`src/rtl/core/pmct_pkg.sv`:
```
`timescale 1ns / 1ps

package pmct_pkg;

  // cursor coordinate width
  localparam int unsigned COORD_BITS = 10;
  localparam int unsigned CfgIdxBits = 2;
  localparam int unsigned DeltaExtBits = COORD_BITS + 2;

  typedef logic [COORD_BITS-1:0] coord_t;
  typedef logic signed [DeltaExtBits-1:0] coord_ext_t;

  typedef enum logic [CfgIdxBits-1:0] {
    CFG_X_LIMIT  = 2'd0,
    CFG_Y_LIMIT  = 2'd1,
    CFG_EDGE_LOW = 2'd2
  } cfg_idx_e;

  typedef enum logic [1:0] {
    BYTE_HEADER = 2'd0,
    BYTE_X      = 2'd1,
    BYTE_Y      = 2'd2
  } byte_pos_e;

  localparam coord_t XLimitRst  = COORD_BITS'(1014);
  localparam coord_t YLimitRst  = COORD_BITS'(758);
  localparam coord_t EdgeLowRst = COORD_BITS'(2);

  localparam logic [7:0] HdrXOvf    = 8'h80;
  localparam logic [7:0] HdrYOvf    = 8'h40;
  localparam logic [7:0] HdrBtnLeft = 8'h01;
  localparam logic [7:0] HdrBtnRight = 8'h02;
  localparam logic [7:0] HdrBtnMid  = 8'h04;

endpackage

```
`src/rtl/core/pmct_if.sv`:
```
`timescale 1ns / 1ps

interface pmct_rx_if;
  logic       valid;
  logic       ready;
  logic [7:0] rx_byte;

  modport source (output valid, output rx_byte, input ready);
  modport sink   (input valid, input rx_byte, output ready);
endinterface

interface pmct_pkt_if;
  logic                           valid;
  logic                           ready;
  logic [pmct_pkg::COORD_BITS-1:0] cursor_x;
  logic [pmct_pkg::COORD_BITS-1:0] cursor_y;
  logic                           left_button;
  logic                           right_button;
  logic                           middle_button;

  modport source (output valid, output cursor_x, output cursor_y, output left_button,
                  output right_button, output middle_button, input ready);
  modport sink   (input valid, input cursor_x, input cursor_y, input left_button,
                  input right_button, input middle_button, output ready);
endinterface

interface pmct_cfg_if;
  logic                           valid;
  logic                           ready;
  logic [pmct_pkg::CfgIdxBits-1:0] reg_index;
  logic [pmct_pkg::COORD_BITS-1:0] wdata;

  modport source (output valid, output reg_index, output wdata, input ready);
  modport sink   (input valid, input reg_index, input wdata, output ready);
endinterface

```
`src/rtl/core/ps2_mouse_packet_cursor_tracker.sv`:
```
`timescale 1ns / 1ps

// Gathers mouse link bytes into three-byte packets (header, x delta, y delta) and
// keeps a cursor clamped to [edge_low, x_limit] and [edge_low, y_limit]; y grows
// downward, so the y delta is subtracted. A packet whose header has an overflow
// bit set is dropped without a result. One byte is taken per cycle unless a third
// byte is held; the third byte of a packet, as it leaves the input register, puts
// its result in the output register. The input register keeps filling while a
// result waits; it only holds a third byte until the output register is free.
// Configuration writes are taken at any time and must only happen while idle.
module ps2_mouse_packet_cursor_tracker (
  input  logic       clk_i,
  input  logic       rst_ni,
  pmct_cfg_if.sink   cfg_i,
  pmct_rx_if.sink    rx_i,
  pmct_pkt_if.source pkt_o
);
  import pmct_pkg::*;

  coord_t x_limit_q, y_limit_q, edge_low_q;

  logic       in_valid_q;
  logic [7:0] in_byte_q;

  byte_pos_e  pos_q, pos_d;
  logic [7:0] header_q, header_d;
  logic [7:0] x_delta_q, x_delta_d;
  coord_t     pos_x_q, pos_x_d;
  coord_t     pos_y_q, pos_y_d;
  logic [2:0] buttons_q, buttons_d;
  logic       out_valid_q, out_valid_d;

  logic in_fire, adv, is_last, ovf, emit;

  function automatic coord_t clamp_coord(coord_ext_t v, coord_t hi, coord_t lo);
    coord_ext_t r;
    r = v;
    if (r > $signed({2'b00, hi})) r = $signed({2'b00, hi});
    if (r < $signed({2'b00, lo})) r = $signed({2'b00, lo});
    return r[COORD_BITS-1:0];
  endfunction

  assign cfg_i.ready = 1'b1;

  always_ff @(posedge clk_i or negedge rst_ni) begin
    if (!rst_ni) begin
      x_limit_q  <= XLimitRst;
      y_limit_q  <= YLimitRst;
      edge_low_q <= EdgeLowRst;
    end else if (cfg_i.valid) begin
      case (cfg_i.reg_index)
        CFG_X_LIMIT:  x_limit_q  <= cfg_i.wdata;
        CFG_Y_LIMIT:  y_limit_q  <= cfg_i.wdata;
        CFG_EDGE_LOW: edge_low_q <= cfg_i.wdata;
        default: ;
      endcase
    end
  end

  assign is_last = (pos_q == BYTE_Y);
  assign ovf     = |(header_q & (HdrXOvf | HdrYOvf));
  assign emit    = in_valid_q && is_last && !ovf;
  // a result byte waits only while the previous result is still unread
  assign adv     = in_valid_q && !(emit && out_valid_q && !pkt_o.ready);
  assign rx_i.ready = !in_valid_q || adv;
  assign in_fire = rx_i.valid && rx_i.ready;

  always_ff @(posedge clk_i or negedge rst_ni) begin
    if (!rst_ni) begin
      in_valid_q <= 1'b0;
    end else if (rx_i.ready) begin
      in_valid_q <= rx_i.valid;
    end
  end

  always_ff @(posedge clk_i) begin
    if (in_fire) begin
      in_byte_q <= rx_i.rx_byte;
    end
  end

  // byte position sequence
  always_comb begin
    pos_d = pos_q;
    if (adv) begin
      case (pos_q)
        BYTE_HEADER: pos_d = BYTE_X;
        BYTE_X:      pos_d = BYTE_Y;
        BYTE_Y:      pos_d = BYTE_HEADER;
        default:     pos_d = BYTE_HEADER;
      endcase
    end
  end

  always_comb begin
    header_d    = header_q;
    x_delta_d   = x_delta_q;
    pos_x_d     = pos_x_q;
    pos_y_d     = pos_y_q;
    buttons_d   = buttons_q;
    out_valid_d = out_valid_q && !pkt_o.ready;
    if (adv) begin
      case (pos_q)
        BYTE_HEADER: header_d = in_byte_q;
        BYTE_X:      x_delta_d = in_byte_q;
        BYTE_Y: begin
          if (!ovf) begin
            pos_x_d = clamp_coord($signed({2'b00, pos_x_q})
                                  + $signed({{(DeltaExtBits-8){x_delta_q[7]}}, x_delta_q}),
                                  x_limit_q, edge_low_q);
            pos_y_d = clamp_coord($signed({2'b00, pos_y_q})
                                  - $signed({{(DeltaExtBits-8){in_byte_q[7]}}, in_byte_q}),
                                  y_limit_q, edge_low_q);
            buttons_d = {|(header_q & HdrBtnMid), |(header_q & HdrBtnRight),
                         |(header_q & HdrBtnLeft)};
            out_valid_d = 1'b1;
          end
        end
        default: ;
      endcase
    end
  end

  always_ff @(posedge clk_i or negedge rst_ni) begin
    if (!rst_ni) begin
      pos_q       <= BYTE_HEADER;
      header_q    <= '0;
      x_delta_q   <= '0;
      pos_x_q     <= '0;
      pos_y_q     <= '0;
      buttons_q   <= '0;
      out_valid_q <= 1'b0;
    end else begin
      pos_q       <= pos_d;
      header_q    <= header_d;
      x_delta_q   <= x_delta_d;
      pos_x_q     <= pos_x_d;
      pos_y_q     <= pos_y_d;
      buttons_q   <= buttons_d;
      out_valid_q <= out_valid_d;
    end
  end

  assign pkt_o.valid         = out_valid_q;
  assign pkt_o.cursor_x      = pos_x_q;
  assign pkt_o.cursor_y      = pos_y_q;
  assign pkt_o.left_button   = buttons_q[0];
  assign pkt_o.right_button  = buttons_q[1];
  assign pkt_o.middle_button = buttons_q[2];

  a_x_in_bounds: assert property (@(posedge clk_i) disable iff (!rst_ni)
    (out_valid_q && edge_low_q <= x_limit_q) |->
      (pos_x_q <= x_limit_q && pos_x_q >= edge_low_q))
    else $error("cursor x outside limits");

  a_emit_sets_valid: assert property (@(posedge clk_i) disable iff (!rst_ni)
    (adv && emit) |=> out_valid_q)
    else $error("packet result not presented");

  a_wrap_to_header: assert property (@(posedge clk_i) disable iff (!rst_ni)
    (adv && is_last) |=> pos_q == BYTE_HEADER)
    else $error("byte position did not wrap after third byte");

  a_cursor_held: assert property (@(posedge clk_i) disable iff (!rst_ni)
    !adv |=> ($stable(pos_x_q) && $stable(pos_y_q) && $stable(buttons_q)))
    else $error("cursor changed without a byte");

endmodule
```
`src/flat_wrapper.sv`:
```
// flat-port wrapper written by rule: the top's interface ports become plain ports
module ps2_mouse_packet_cursor_tracker_flat import pmct_pkg::*;
  (clk_i, rst_ni, cfg_i_valid, cfg_i_reg_index, cfg_i_wdata, cfg_i_ready, rx_i_valid, rx_i_rx_byte, rx_i_ready, pkt_o_valid, pkt_o_cursor_x, pkt_o_cursor_y, pkt_o_left_button, pkt_o_right_button, pkt_o_middle_button, pkt_o_ready);
  pmct_cfg_if cfg_i_i ();
  pmct_rx_if rx_i_i ();
  pmct_pkt_if pkt_o_i ();
  input  logic clk_i;
  input  logic rst_ni;
  input wire logic [$bits(cfg_i_i.valid)-1:0] cfg_i_valid;
  input wire logic [$bits(cfg_i_i.reg_index)-1:0] cfg_i_reg_index;
  input wire logic [$bits(cfg_i_i.wdata)-1:0] cfg_i_wdata;
  output wire logic [$bits(cfg_i_i.ready)-1:0] cfg_i_ready;
  input wire logic [$bits(rx_i_i.valid)-1:0] rx_i_valid;
  input wire logic [$bits(rx_i_i.rx_byte)-1:0] rx_i_rx_byte;
  output wire logic [$bits(rx_i_i.ready)-1:0] rx_i_ready;
  output wire logic [$bits(pkt_o_i.valid)-1:0] pkt_o_valid;
  output wire logic [$bits(pkt_o_i.cursor_x)-1:0] pkt_o_cursor_x;
  output wire logic [$bits(pkt_o_i.cursor_y)-1:0] pkt_o_cursor_y;
  output wire logic [$bits(pkt_o_i.left_button)-1:0] pkt_o_left_button;
  output wire logic [$bits(pkt_o_i.right_button)-1:0] pkt_o_right_button;
  output wire logic [$bits(pkt_o_i.middle_button)-1:0] pkt_o_middle_button;
  input wire logic [$bits(pkt_o_i.ready)-1:0] pkt_o_ready;
  assign cfg_i_i.valid = cfg_i_valid;
  assign cfg_i_i.reg_index = cfg_i_reg_index;
  assign cfg_i_i.wdata = cfg_i_wdata;
  assign cfg_i_ready = cfg_i_i.ready;
  assign rx_i_i.valid = rx_i_valid;
  assign rx_i_i.rx_byte = rx_i_rx_byte;
  assign rx_i_ready = rx_i_i.ready;
  assign pkt_o_valid = pkt_o_i.valid;
  assign pkt_o_cursor_x = pkt_o_i.cursor_x;
  assign pkt_o_cursor_y = pkt_o_i.cursor_y;
  assign pkt_o_left_button = pkt_o_i.left_button;
  assign pkt_o_right_button = pkt_o_i.right_button;
  assign pkt_o_middle_button = pkt_o_i.middle_button;
  assign pkt_o_i.ready = pkt_o_ready;
  ps2_mouse_packet_cursor_tracker u_core (.clk_i(clk_i), .rst_ni(rst_ni), .cfg_i(cfg_i_i), .rx_i(rx_i_i), .pkt_o(pkt_o_i));
endmodule
```
`config.mk`:
```
export PLATFORM = sky130hd
export DESIGN_NAME = ps2_mouse_packet_cursor_tracker_flat
export DESIGN_NICKNAME = d
export VERILOG_FILES = /design/src/rtl/core/pmct_pkg.sv /design/src/rtl/core/pmct_if.sv /design/src/rtl/core/ps2_mouse_packet_cursor_tracker.sv /design/src/flat_wrapper.sv
export SDC_FILE = /design/constraint.sdc
export NUM_CORES = 1
export LEC_CHECK = 0
export BUFFER_PORTS_ARGS = -buffer_cell sky130_fd_sc_hd__buf_2
export CORE_MARGIN = 1.5
export CORE_UTILIZATION = 47
export DETAILED_ROUTE_END_ITERATION = 10
export PLACE_DENSITY = 0.64
export SKIP_LAST_GASP = 1
export SYNTH_ARGS = -nofsm -noshare
export SYNTH_HDL_FRONTEND = slang
export SYNTH_SLANG_ARGS = --single-unit
```
`constraint.sdc`:
```
create_clock -name clk_i -period 5.5 [get_ports clk_i]
set_input_delay 1.1 -clock clk_i [delete_from_list [all_inputs] [get_ports clk_i]]
set_output_delay 1.1 -clock clk_i [all_outputs]
set_load 0.005 [all_outputs]
```
==> results_dict.tcl, run 1 <==
set metrics [dict create \
    layout_common_cells "56 x inv_1, 54 x dfrtp_1, 52 x nand2_1, 49 x buf_2, 48 x ha_1" \
    end_kind "flop" \
    num_rows 38 \
    layout_commonest_cell "inv_1" \
    nFillCells 949 \
    grt_setup_unrepaired "yes" \
    die_y_um 110 \
    initial_core_util_pct 48.8 \
    maxSlewViolCount 0 \
    violations "negative setup slack" \
    drt_pass1_iterations 4 \
    synth-edff-count 8 \
    cts_num_sinks 78 \
    period_needed_ns 5.51 \
    dp_hpwl_um 10700 \
    h-tree-depth 3 \
    ant_nets 0 \
    clk_pin_slew_ns 0.06 \
    setup_viol 1 \
    post-route-period-util_pct 100 \
    grt_pass1_wl_um 21900 \
    drt_iter0_markers 310 \
    ys_types 59 \
    syn2layout_area_growth_pct 27.1 \
    synth_cells 547 \
    crit_required_ns 5.71 \
    ys.warnings.count 0 \
    post-place-ws_ns -0.325 \
    viasPerCell 5.86 \
    syn_area_per_cell_um2 9.85 \
    dieArea_mm2 0.0121 \
    grt_max_degree 71 \
    synthArstFlopShare_pct 89.7 \
    drc 0 \
    numCtsBuffers 9 \
    cts_hold_buf 0 \
    antennaDiodeCount 0 \
    fmax_mhz 181 \
    core_area_mm2 0.0110 \
    startpoint_type "flop" \
    grt_usage_pct 24.3 \
    hold_violations 0 \
    critPathSlowestCell "dfrtp_1" \
    via_count 4592 \
    drv_cap 0 \
    routabilityCongestion 0.862 \
    io_pins 51 \
    fin_nets 725 \
    antenna_found_initial 0 \
    wl_per_cell_um 19.3 \
    cts_max_path_buffers 2 \
    portBuffers 49 \
    worst_pin_slew_ns 0.946 \
    netlist_top_cells_area "dfrtp_1 25%, ha_1 14%, dfstp_2 7.8%" \
    crit_fanout 5 \
    critical_path_class "reg -> reg" \
    hold_class "reg -> reg" \
    setup_ws_ns -0.0106 \
    synth_largest_area_cell "dfrtp_1" \
    fin_worst_skew_ns 0.00946 \
    seq_area_frac_synth_pct 37.3 \
    cts-root-buf "clkbuf_16" \
    slowest_delay_ns 0.40 \
    synth-seq-cells 78 \
    yosysTopAreaCellShare_pct 25.1 \
    relSlewSlack_pct 35.1 \
    grt_overflow_total 0 \
    syn-cell-area_mm2 0.00539 \
    status "finished with violations" \
    clkLatencyLatePin_ns 0.33 \
    synthFlopType "dfrtp_1" \
    grt_pass1_vias 4298 \
    path_delay_family "compound AO/OA/AOI/OAI gates" \
    routed_wl_um 15100 \
    tritoncts "done" \
    path_buf_inv 6 \
    drive_gt1_share_pct 35.8 \
    whs_ns 0.470 \
    die_w_um 110 \
    synth_nets 634 \
    cp.arrival_ns 5.72 \
]
==> kinds of logic after synthesis <==
logic type | count (synthesis) | synth area share (%)
fa+ha+maj | 62 | 14.7
other cells | 1 | 0.0696
flops | 78 | 37.3
xor+xnor | 16 | 2.74
compound gates | 128 | 18.0
simple gates | 142 | 12.5
mux | 45 | 9.17
buf+inv | 75 | 5.43
==> flip-flops by register name, summed over array words and instances (netlist names) <==
register               cells
u_core.x_delta_q           8
u_core.buttons_q           3
u_core.header_q            5
u_core.pkt_o.cursor_x     10
u_core.pkt_o.valid         1
u_core.in_byte_q           8
u_core.edge_low_q         10
u_core.y_limit_q          10
u_core.pkt_o.cursor_y     10
u_core.in_valid_q          1
u_core.pos_q               2
u_core.x_limit_q          10
==> worst paths after layout <==
kind | endpoint | slack [ns] | from | cells past startpoint
max | u_core.pkt_o.cursor_y[9]$_DFFE_PN0P_ | -0.01 | u_core.pkt_o.cursor_y[0]$_DFFE_PN0P_ | 28
min | u_core.buttons_q[1]$_DFFE_PN0P_ | 0.47 | u_core.header_q[1]$_DFFE_PN0P_ | 2
max reg2reg | u_core.pkt_o.cursor_y[9]$_DFFE_PN0P_ | -0.01 | u_core.pkt_o.cursor_y[0]$_DFFE_PN0P_ | 28
min reg2reg | u_core.buttons_q[1]$_DFFE_PN0P_ | 0.47 | u_core.header_q[1]$_DFFE_PN0P_ | 2
max in group asynchronous | u_core.pkt_o.cursor_y[8]$_DFFE_PN0P_ | 3.91 | rst_ni | 2
min in group asynchronous | u_core.edge_low_q[7]$_DFFE_PN0P_ | 0.97 | rst_ni | 2
==> cell usage after synthesis (all sizes together), types with 2 or more instances <==
| master | count |
|---|---|
| ha | 60 |
| inv | 60 |
| dfrtp | 54 |
| nand2 | 53 |
| o21ai | 36 |
| mux2 | 35 |
| nor2 | 30 |
| a21oi | 23 |
| dfstp | 16 |
| a21o | 11 |
| xnor2 | 11 |
| clkbuf | 10 |
| mux2i | 10 |
| nand3 | 10 |
| nor3 | 10 |
| o211ai | 10 |
| o311ai | 9 |
| a221oi | 8 |
| edfxtp | 8 |
| nor2b | 7 |
| o21a | 7 |
| a211oi | 6 |
| nand2b | 6 |
| nand3b | 6 |
| nand4 | 6 |
| buf | 5 |
| o31ai | 5 |
| xor2 | 5 |
| a221o | 3 |
| and2 | 3 |
| and3 | 3 |
| or3 | 3 |
| a21bo | 2 |
| a31oi | 2 |
| fa | 2 |
==> worst min-delay path, stage by stage (launching register included) <==
cell and delay, ns:
dfrtp_1 0.34, nand2_1 0.05, nand2_1 0.05
==> cell type report <==
class                           count  area (um^2)  share of cell area [%]
Tap cell                          140          175                    2.56
Inverter                           60          225                    3.29
Timing Repair Buffer               91          613                    8.96
Clock buffer                       10          239                    3.49
Sequential cell                    78         2010                    29.4
Clock inverter                      6         70.1                    1.02
Multi-Input combinational cell    398         3510                    51.3
==> per-layer routing <==
layer  global-route usage, %  share of wire [%]
met3                    3.12                4.2
met4                    8.44                2.9
met5                       0                  0
met1                    32.2                 43
met2                    41.0                 50
==> per-stage QoR <==
step	cells	area [um^2]	setup TNS, ns	util (%)
after CTS	758	6250	-0.153	56.7
after floorplan	547	5390	0	-
after global routing	783	6850	-3.01	62.1
after global placement	739	5880	-0.877	53.3
after detailed placement	739	5880	-2.54	53.3
final	783	6850	-0.0106	62.1
==> repair_timing <==
action,CTS,global route
gates resized for setup,12,73
pin swaps,2,33
setup endpoints to repair,18,20
buffers inserted,3,20
cloned,0,5
Power of run 1 is left out: the tool's default activity adds up to more than one toggle a clock period on the data nets, which glitch-free logic cannot reach.
==> run 2: changes to the inputs <==
--- a/config.mk
+++ b/config.mk
@@ -6,11 +6,11 @@
 export NUM_CORES = 1
 export LEC_CHECK = 0
 export BUFFER_PORTS_ARGS = -buffer_cell sky130_fd_sc_hd__buf_2
+export CAP_MARGIN = 30
 export CORE_MARGIN = 1.5
 export CORE_UTILIZATION = 47
 export DETAILED_ROUTE_END_ITERATION = 10
-export PLACE_DENSITY = 0.64
-export SKIP_LAST_GASP = 1
+export PLACE_DENSITY = 0.62
 export SYNTH_ARGS = -nofsm -noshare
 export SYNTH_HDL_FRONTEND = slang
 export SYNTH_SLANG_ARGS = --single-unit
==> constraint.sdc (replaced) <==
create_clock -name clk_i -period 6.95 [get_ports clk_i]
set_input_delay 1.39 -clock clk_i [delete_from_list [all_inputs] [get_ports clk_i]]
set_output_delay 1.39 -clock clk_i [all_outputs]
set_load 0.005 [all_outputs]
==> run 2 against run 1 <==
The run now ends clean. Sequential share of layout area is 3.8 points higher. Maximum frequency is 13% lower. Global-route usage is 0.98 points lower. First-iteration DRC count is 35% lower. Worst setup slack better by 0.59 ns. Core utilization is 7.1 points lower. Count of clock-buffer cells in the layout is 1 lower. Via count is 9.8% lower. Final cell count is 5.5% lower. Flip-flop and latch count stayed put. Wire length is 12% lower.
==> results_dict.tcl, run 2 (synthesis results as in run 1) <==
set metrics [dict create \
    post_cts_buffers 0 \
    viasPerCell 5.60 \
    layout_common_cells "60 x inv_1, 60 x ha_1, 54 x dfrtp_1, 53 x nand2_1, 49 x buf_2" \
    fmax_mhz 157 \
    post_cts_resized 0 \
    grt_overflow_total 0 \
    wl_per_cell_um 17.9 \
    grt_pass1_vias 4115 \
    post-place-ws_ns 0.667 \
    routed_wl_um 13300 \
    cts_hold_buf 0 \
    multiInputGateArea_mm2 0.00308 \
    tritoncts "done" \
    portBuffers 49 \
    seqCellArea_mm2 0.00201 \
    p_leak_nw 2.83 \
    core_area_mm2 0.0110 \
    power.internal_mw 1.82 \
    reg2reg_setup_slack_ns 0.58 \
    grt_pass1_wl_um 21000 \
    maxSlewViolCount 0 \
    cpMostUsedCell "a21o_1" \
    slowest_delay_ns 0.43 \
    relSlewSlack_pct 39.4 \
    irDropWorstVdd_v 0.000507 \
    end_kind "flop" \
    dpl.cell_count 724 \
    drive_gt1_share_pct 22.8 \
    initial_core_util_pct 48.8 \
    clkLatencyLatePin_ns 0.34 \
    die_w_um 110 \
    placed_area_mm2 0.00576 \
    io_pins 51 \
    clockPowerShare_pct 14.3 \
    hold_violations 0 \
    setup_viol 0 \
    p_switching_mw 1.56 \
    crit_start "u_core.pkt_o.cursor_x[0]$_DFFE_PN0P_" \
    period_needed_ns 6.37 \
    antenna_found_initial 0 \
    drv_cap 0 \
    critical_path_class "reg -> reg" \
    clk_pin_slew_ns 0.06 \
    dp_hpwl_um 10500 \
    h-tree-depth 3 \
    fin_nets 682 \
    setup_ws_ns 0.582 \
    grt_setup_unrepaired "no" \
    numCtsBuffers 9 \
    r2r-end "u_core.pkt_o.cursor_x[2]$_DFFE_PN0P_" \
    cts_num_sinks 78 \
    power_frac_seq_pct 21.7 \
    crit_path_end "u_core.pkt_o.cursor_x[2]$_DFFE_PN0P_" \
    crit_required_ns 7.16 \
    syn2layout_area_growth_pct 12.6 \
    drc 0 \
    num_rows 38 \
    crit_fanout 18 \
    die_y_um 110 \
    post-route-period-util_pct 91.6 \
    cts-root-buf "clkbuf_16" \
    ant_nets 0 \
    worst_pin_slew_ns 0.908 \
    cp.arrival_ns 6.58 \
    nFillCells 1018 \
    stdcell_area_mm2 0.00607 \
    dieArea_mm2 0.0121 \
    powerDensity_mw_per_mm2 557 \
    antennaDiodeCount 0 \
    grt_usage_pct 23.3 \
    drt_pass1_iterations 4 \
    switching_share_pct 46.0 \
    startpoint_type "flop" \
    pwr-share-comb_pct 64.0 \
    fin_cells 740 \
    reg2regPathDepth 25 \
    drt_iter0_markers 202 \
    fin_worst_skew_ns 0.00777 \
    grt_max_degree 71 \
    hold_class "reg -> reg" \
    routabilityCongestion 0.900 \
    finalSetupTns_ns 0 \
    status "finished, final reports clean" \
    cts_max_path_buffers 2 \
    critPathSlowestCell "o21a_1" \
    via_count 4142 \
    worstReg2RegStart "u_core.pkt_o.cursor_x[0]$_DFFE_PN0P_" \
]
==> run 2: cell type report <==
cell class                      count  area share, %
Tap cell                          140           2.89
Sequential cell                    78           33.2
Timing Repair Buffer               52           4.41
Multi-Input combinational cell    394           50.8
Clock buffer                        9           3.71
Clock inverter                      7           1.30
Inverter                           60           3.71
==> run 2: power by group through the flow <==
stage | Combinational, mW | Sequential (mW) | Clock (mW)
after CTS | 2.16 | 0.735 | 0.490
after floorplan | 1.65 | 0.697 | 0
final | 2.16 | 0.735 | 0.483
after global routing | 2.41 | 0.753 | 0.507
after detailed placement | 2.14 | 0.742 | 0
after global placement | 2.08 | 0.737 | 0
==> run 2: routing by layer <==
layer / routed length, um / up-vias / track usage (%) / share of wire, %
li1: - / 2057 / - / -
met1: 6120 / 1986 / 30.0 / 46
met2: 6260 / 71 / 38.2 / 47
met3: 481 / 28 / 5.00 / 3.6
met4: 414 / 0 / 9.65 / 3.1
met5: 0 / - / 0 / 0
==> run 2: worst min-delay path by stage <==
stage	from	end	cells past startpoint
6_report	u_core.buttons_q[2]$_DFFE_PN0P_	u_core.buttons_q[2]$_DFFE_PN0P_	2
5_1_grt	u_core.buttons_q[0]$_DFFE_PN0P_	u_core.buttons_q[0]$_DFFE_PN0P_	2
4_1_cts	u_core.buttons_q[2]$_DFFE_PN0P_	u_core.buttons_q[2]$_DFFE_PN0P_	2
3_5_place_dp	u_core.header_q[1]$_DFFE_PN0P_	u_core.buttons_q[1]$_DFFE_PN0P_	2
3_3_place_gp	u_core.header_q[1]$_DFFE_PN0P_	u_core.buttons_q[1]$_DFFE_PN0P_	2
2_1_floorplan	u_core.header_q[0]$_DFFE_PN0P_	u_core.buttons_q[0]$_DFFE_PN0P_	2
==> run 2: per-stage QoR <==
| stage | power (mW) | hold WS, ns | util [%] |
|---|---|---|---|
| after floorplan | 2.35 | 0.435 | - |
| after global placement | 2.82 | 0.453 | 52.2 |
| after detailed placement | 2.88 | 0.460 | 52.2 |
| after CTS | 3.39 | 0.480 | 55.0 |
| after global routing | 3.67 | 0.493 | 55.0 |
| final | 3.38 | 0.474 | 55.0 |
==> run 2: worst max-delay path, delay by kind of cell, from the launching register on <==
family                     cells  cell delay, ns
AOI/OAI and AO/OA             14            3.35
DFF                            1            0.40
and+or+nand+nor                4            0.60
xor gates and xnor gates       1            0.31
muxes                          1            0.42
adders and majority gates      4            1.09
buffers and inverters          1            0.05
No activity file was read; power rests on OpenSTA's default activity.
==> run 3: changes to the inputs <==
--- a/config.mk
+++ b/config.mk
@@ -10,6 +10,7 @@
 export CORE_MARGIN = 1.5
 export CORE_UTILIZATION = 47
 export DETAILED_ROUTE_END_ITERATION = 10
+export GPL_TIMING_DRIVEN = 0
 export PLACE_DENSITY = 0.62
 export SYNTH_ARGS = -nofsm -noshare
 export SYNTH_HDL_FRONTEND = slang
==> run 3 against run 2 <==
Wire length rose by 0.87%. Clock skew rose by 0.00073 ns. Highest routed layer unchanged. Worst setup slack improved by 0.077 ns. Critical path type unchanged. Sequential power fell by 1%.
==> results_dict.tcl, run 3 (synthesis results as in run 1) <==
set metrics [dict create \
    die_w_um 110 \
    path_buf_inv 3 \
    powerDensity_mw_per_mm2 555 \
    startpoint_type "flop" \
    fin_worst_skew_ns 0.00850 \
    portBuffers 49 \
    grt_pass1_wl_um 21000 \
    path_delay_family "compound AO/OA/AOI/OAI gates" \
    drt_iter0_markers 266 \
    irDropWorstVdd_v 0.000336 \
    slowest_delay_ns 0.40 \
    fmax_mhz 159 \
    drt_pass1_iterations 4 \
    p_leak_nw 2.84 \
    dp_hpwl_um 10600 \
    maxSlewViolCount 0 \
    busiest_layer "met2" \
    worst_pin_slew_ns 0.944 \
    via_count 4185 \
    critPathSlowestCell "fa_1" \
    total_power_mw 3.39 \
    cts_num_sinks 78 \
    numCtsBuffers 9 \
    setup_ws_ns 0.659 \
    final_util_pct 55.3 \
    hold_class "reg -> reg" \
    grtUsageMet1_pct 31.2 \
    grt_setup_unrepaired "no" \
    grt_max_degree 71 \
    relSlewSlack_pct 36.6 \
    wl_per_cell_um 17.8 \
    tritoncts "done" \
    period_needed_ns 6.29 \
    cts_max_path_buffers 2 \
    crit_required_ns 7.18 \
    whs_ns 0.469 \
    io_pins 51 \
    layout_common_cells "60 x inv_1, 60 x ha_1, 54 x dfrtp_1, 53 x nand2_1, 51 x buf_2" \
    multiInputGateArea_mm2 0.00308 \
    globalRouteMet2Util_pct 39.4 \
    end_kind "flop" \
    num_rows 38 \
    dieArea_mm2 0.0121 \
    reg2reg_setup_slack_ns 0.66 \
    seqCellArea_mm2 0.00201 \
    critical_path_class "reg -> reg" \
    setup_viol 0 \
    grt_pass1_vias 4076 \
    clkLatencyLatePin_ns 0.34 \
    cts-root-buf "clkbuf_16" \
    status "finished, final reports clean" \
    antenna_found_initial 0 \
    fin_nets 694 \
    initial_core_util_pct 48.8 \
    post-place-ws_ns 0.730 \
    nFillCells 996 \
    post_cts_resized 0 \
    die_y_um 110 \
    viasPerCell 5.57 \
    drv_cap 0 \
    antennaDiodeCount 0 \
    cp.arrival_ns 6.52 \
    crit_fanout 10 \
    drc 0 \
    drive_gt1_share_pct 22.4 \
    post-route-period-util_pct 90.5 \
    h-tree-depth 3 \
    cpMostUsedCell "a21o_1" \
    cts_hold_buf 0 \
    clk_pin_slew_ns 0.06 \
    core_area_mm2 0.0110 \
    finalSetupTns_ns 0 \
    hold_violations 0 \
    grt_overflow_total 0 \
    routed_wl_um 13400 \
    post_cts_buffers 0 \
    grt_usage_pct 23.7 \
    syn2layout_area_growth_pct 13.3 \
    routabilityCongestion 0.910 \
    ant_nets 0 \
    grtUsageMet3_pct 3.76 \
]
## run 3: final timing paths
kind	from	endpoint	cells after the start
hold reg to reg	u_core.header_q[1]$_DFFE_PN0P_	u_core.buttons_q[1]$_DFFE_PN0P_	2
hold / removal	u_core.header_q[1]$_DFFE_PN0P_	u_core.buttons_q[1]$_DFFE_PN0P_	2
min in group asynchronous	rst_ni	u_core.edge_low_q[9]$_DFFE_PN0P_	1
setup / recovery	u_core.pkt_o.cursor_x[0]$_DFFE_PN0P_	u_core.pkt_o.cursor_x[8]$_DFFE_PN0P_	27
setup reg to reg	u_core.pkt_o.cursor_x[0]$_DFFE_PN0P_	u_core.pkt_o.cursor_x[8]$_DFFE_PN0P_	27
max in group asynchronous	rst_ni	u_core.x_delta_q[0]$_DFFE_PN0P_	1
## run 3: where the power goes
group	switching (mW)	total, mW	leakage (nW)	internal [mW]
combinational	1.25	2.20	1.80	0.951
sequential	0.116	0.724	0.901	0.608
clock	0.188	0.467	0.140	0.279
total	1.55	3.39	2.84	1.84
## run 3: stage by stage
step,std cells,instance area (um^2)
floorplan,547,5390
global placement,736,5810
detailed placement,736,5810
CTS,752,6100
global route,752,6100
finish,752,6100
## run 3: worst register-to-register path, delay by kind of cell (launching register included)
| family | cells | cell delay, ns |
|---|---|---|
| adder cells (fa/ha/maj) | 4 | 1.21 |
| multiplexers | 1 | 0.40 |
| AND/OR/NAND/NOR | 4 | 0.58 |
| AO/OA/AOI/OAI | 14 | 2.93 |
| XOR/XNOR | 1 | 0.17 |
| flip-flops | 1 | 0.38 |
| buffers and inverters | 3 | 0.51 |
## run 3: cell type report
cell class / count / share of cell area (%)
clock inverters: 5 / 0.984
multi-input cells: 394 / 50.5
flip-flops and latches: 78 / 33.0
clock buffers: 11 / 3.81
well taps: 140 / 2.87
inverters: 60 / 3.69
plain buffers: 15 / 1.11
repair buffers: 49 / 4.06
## run 3: metal layers
| layer | vias up | part of all wire, % |
|---|---|---|
| met5 | - | 0 |
| met4 | 0 | 2.1 |
| met3 | 24 | 3.0 |
| met2 | 63 | 49 |
| met1 | 2024 | 46 |
| li1 | 2074 | - |
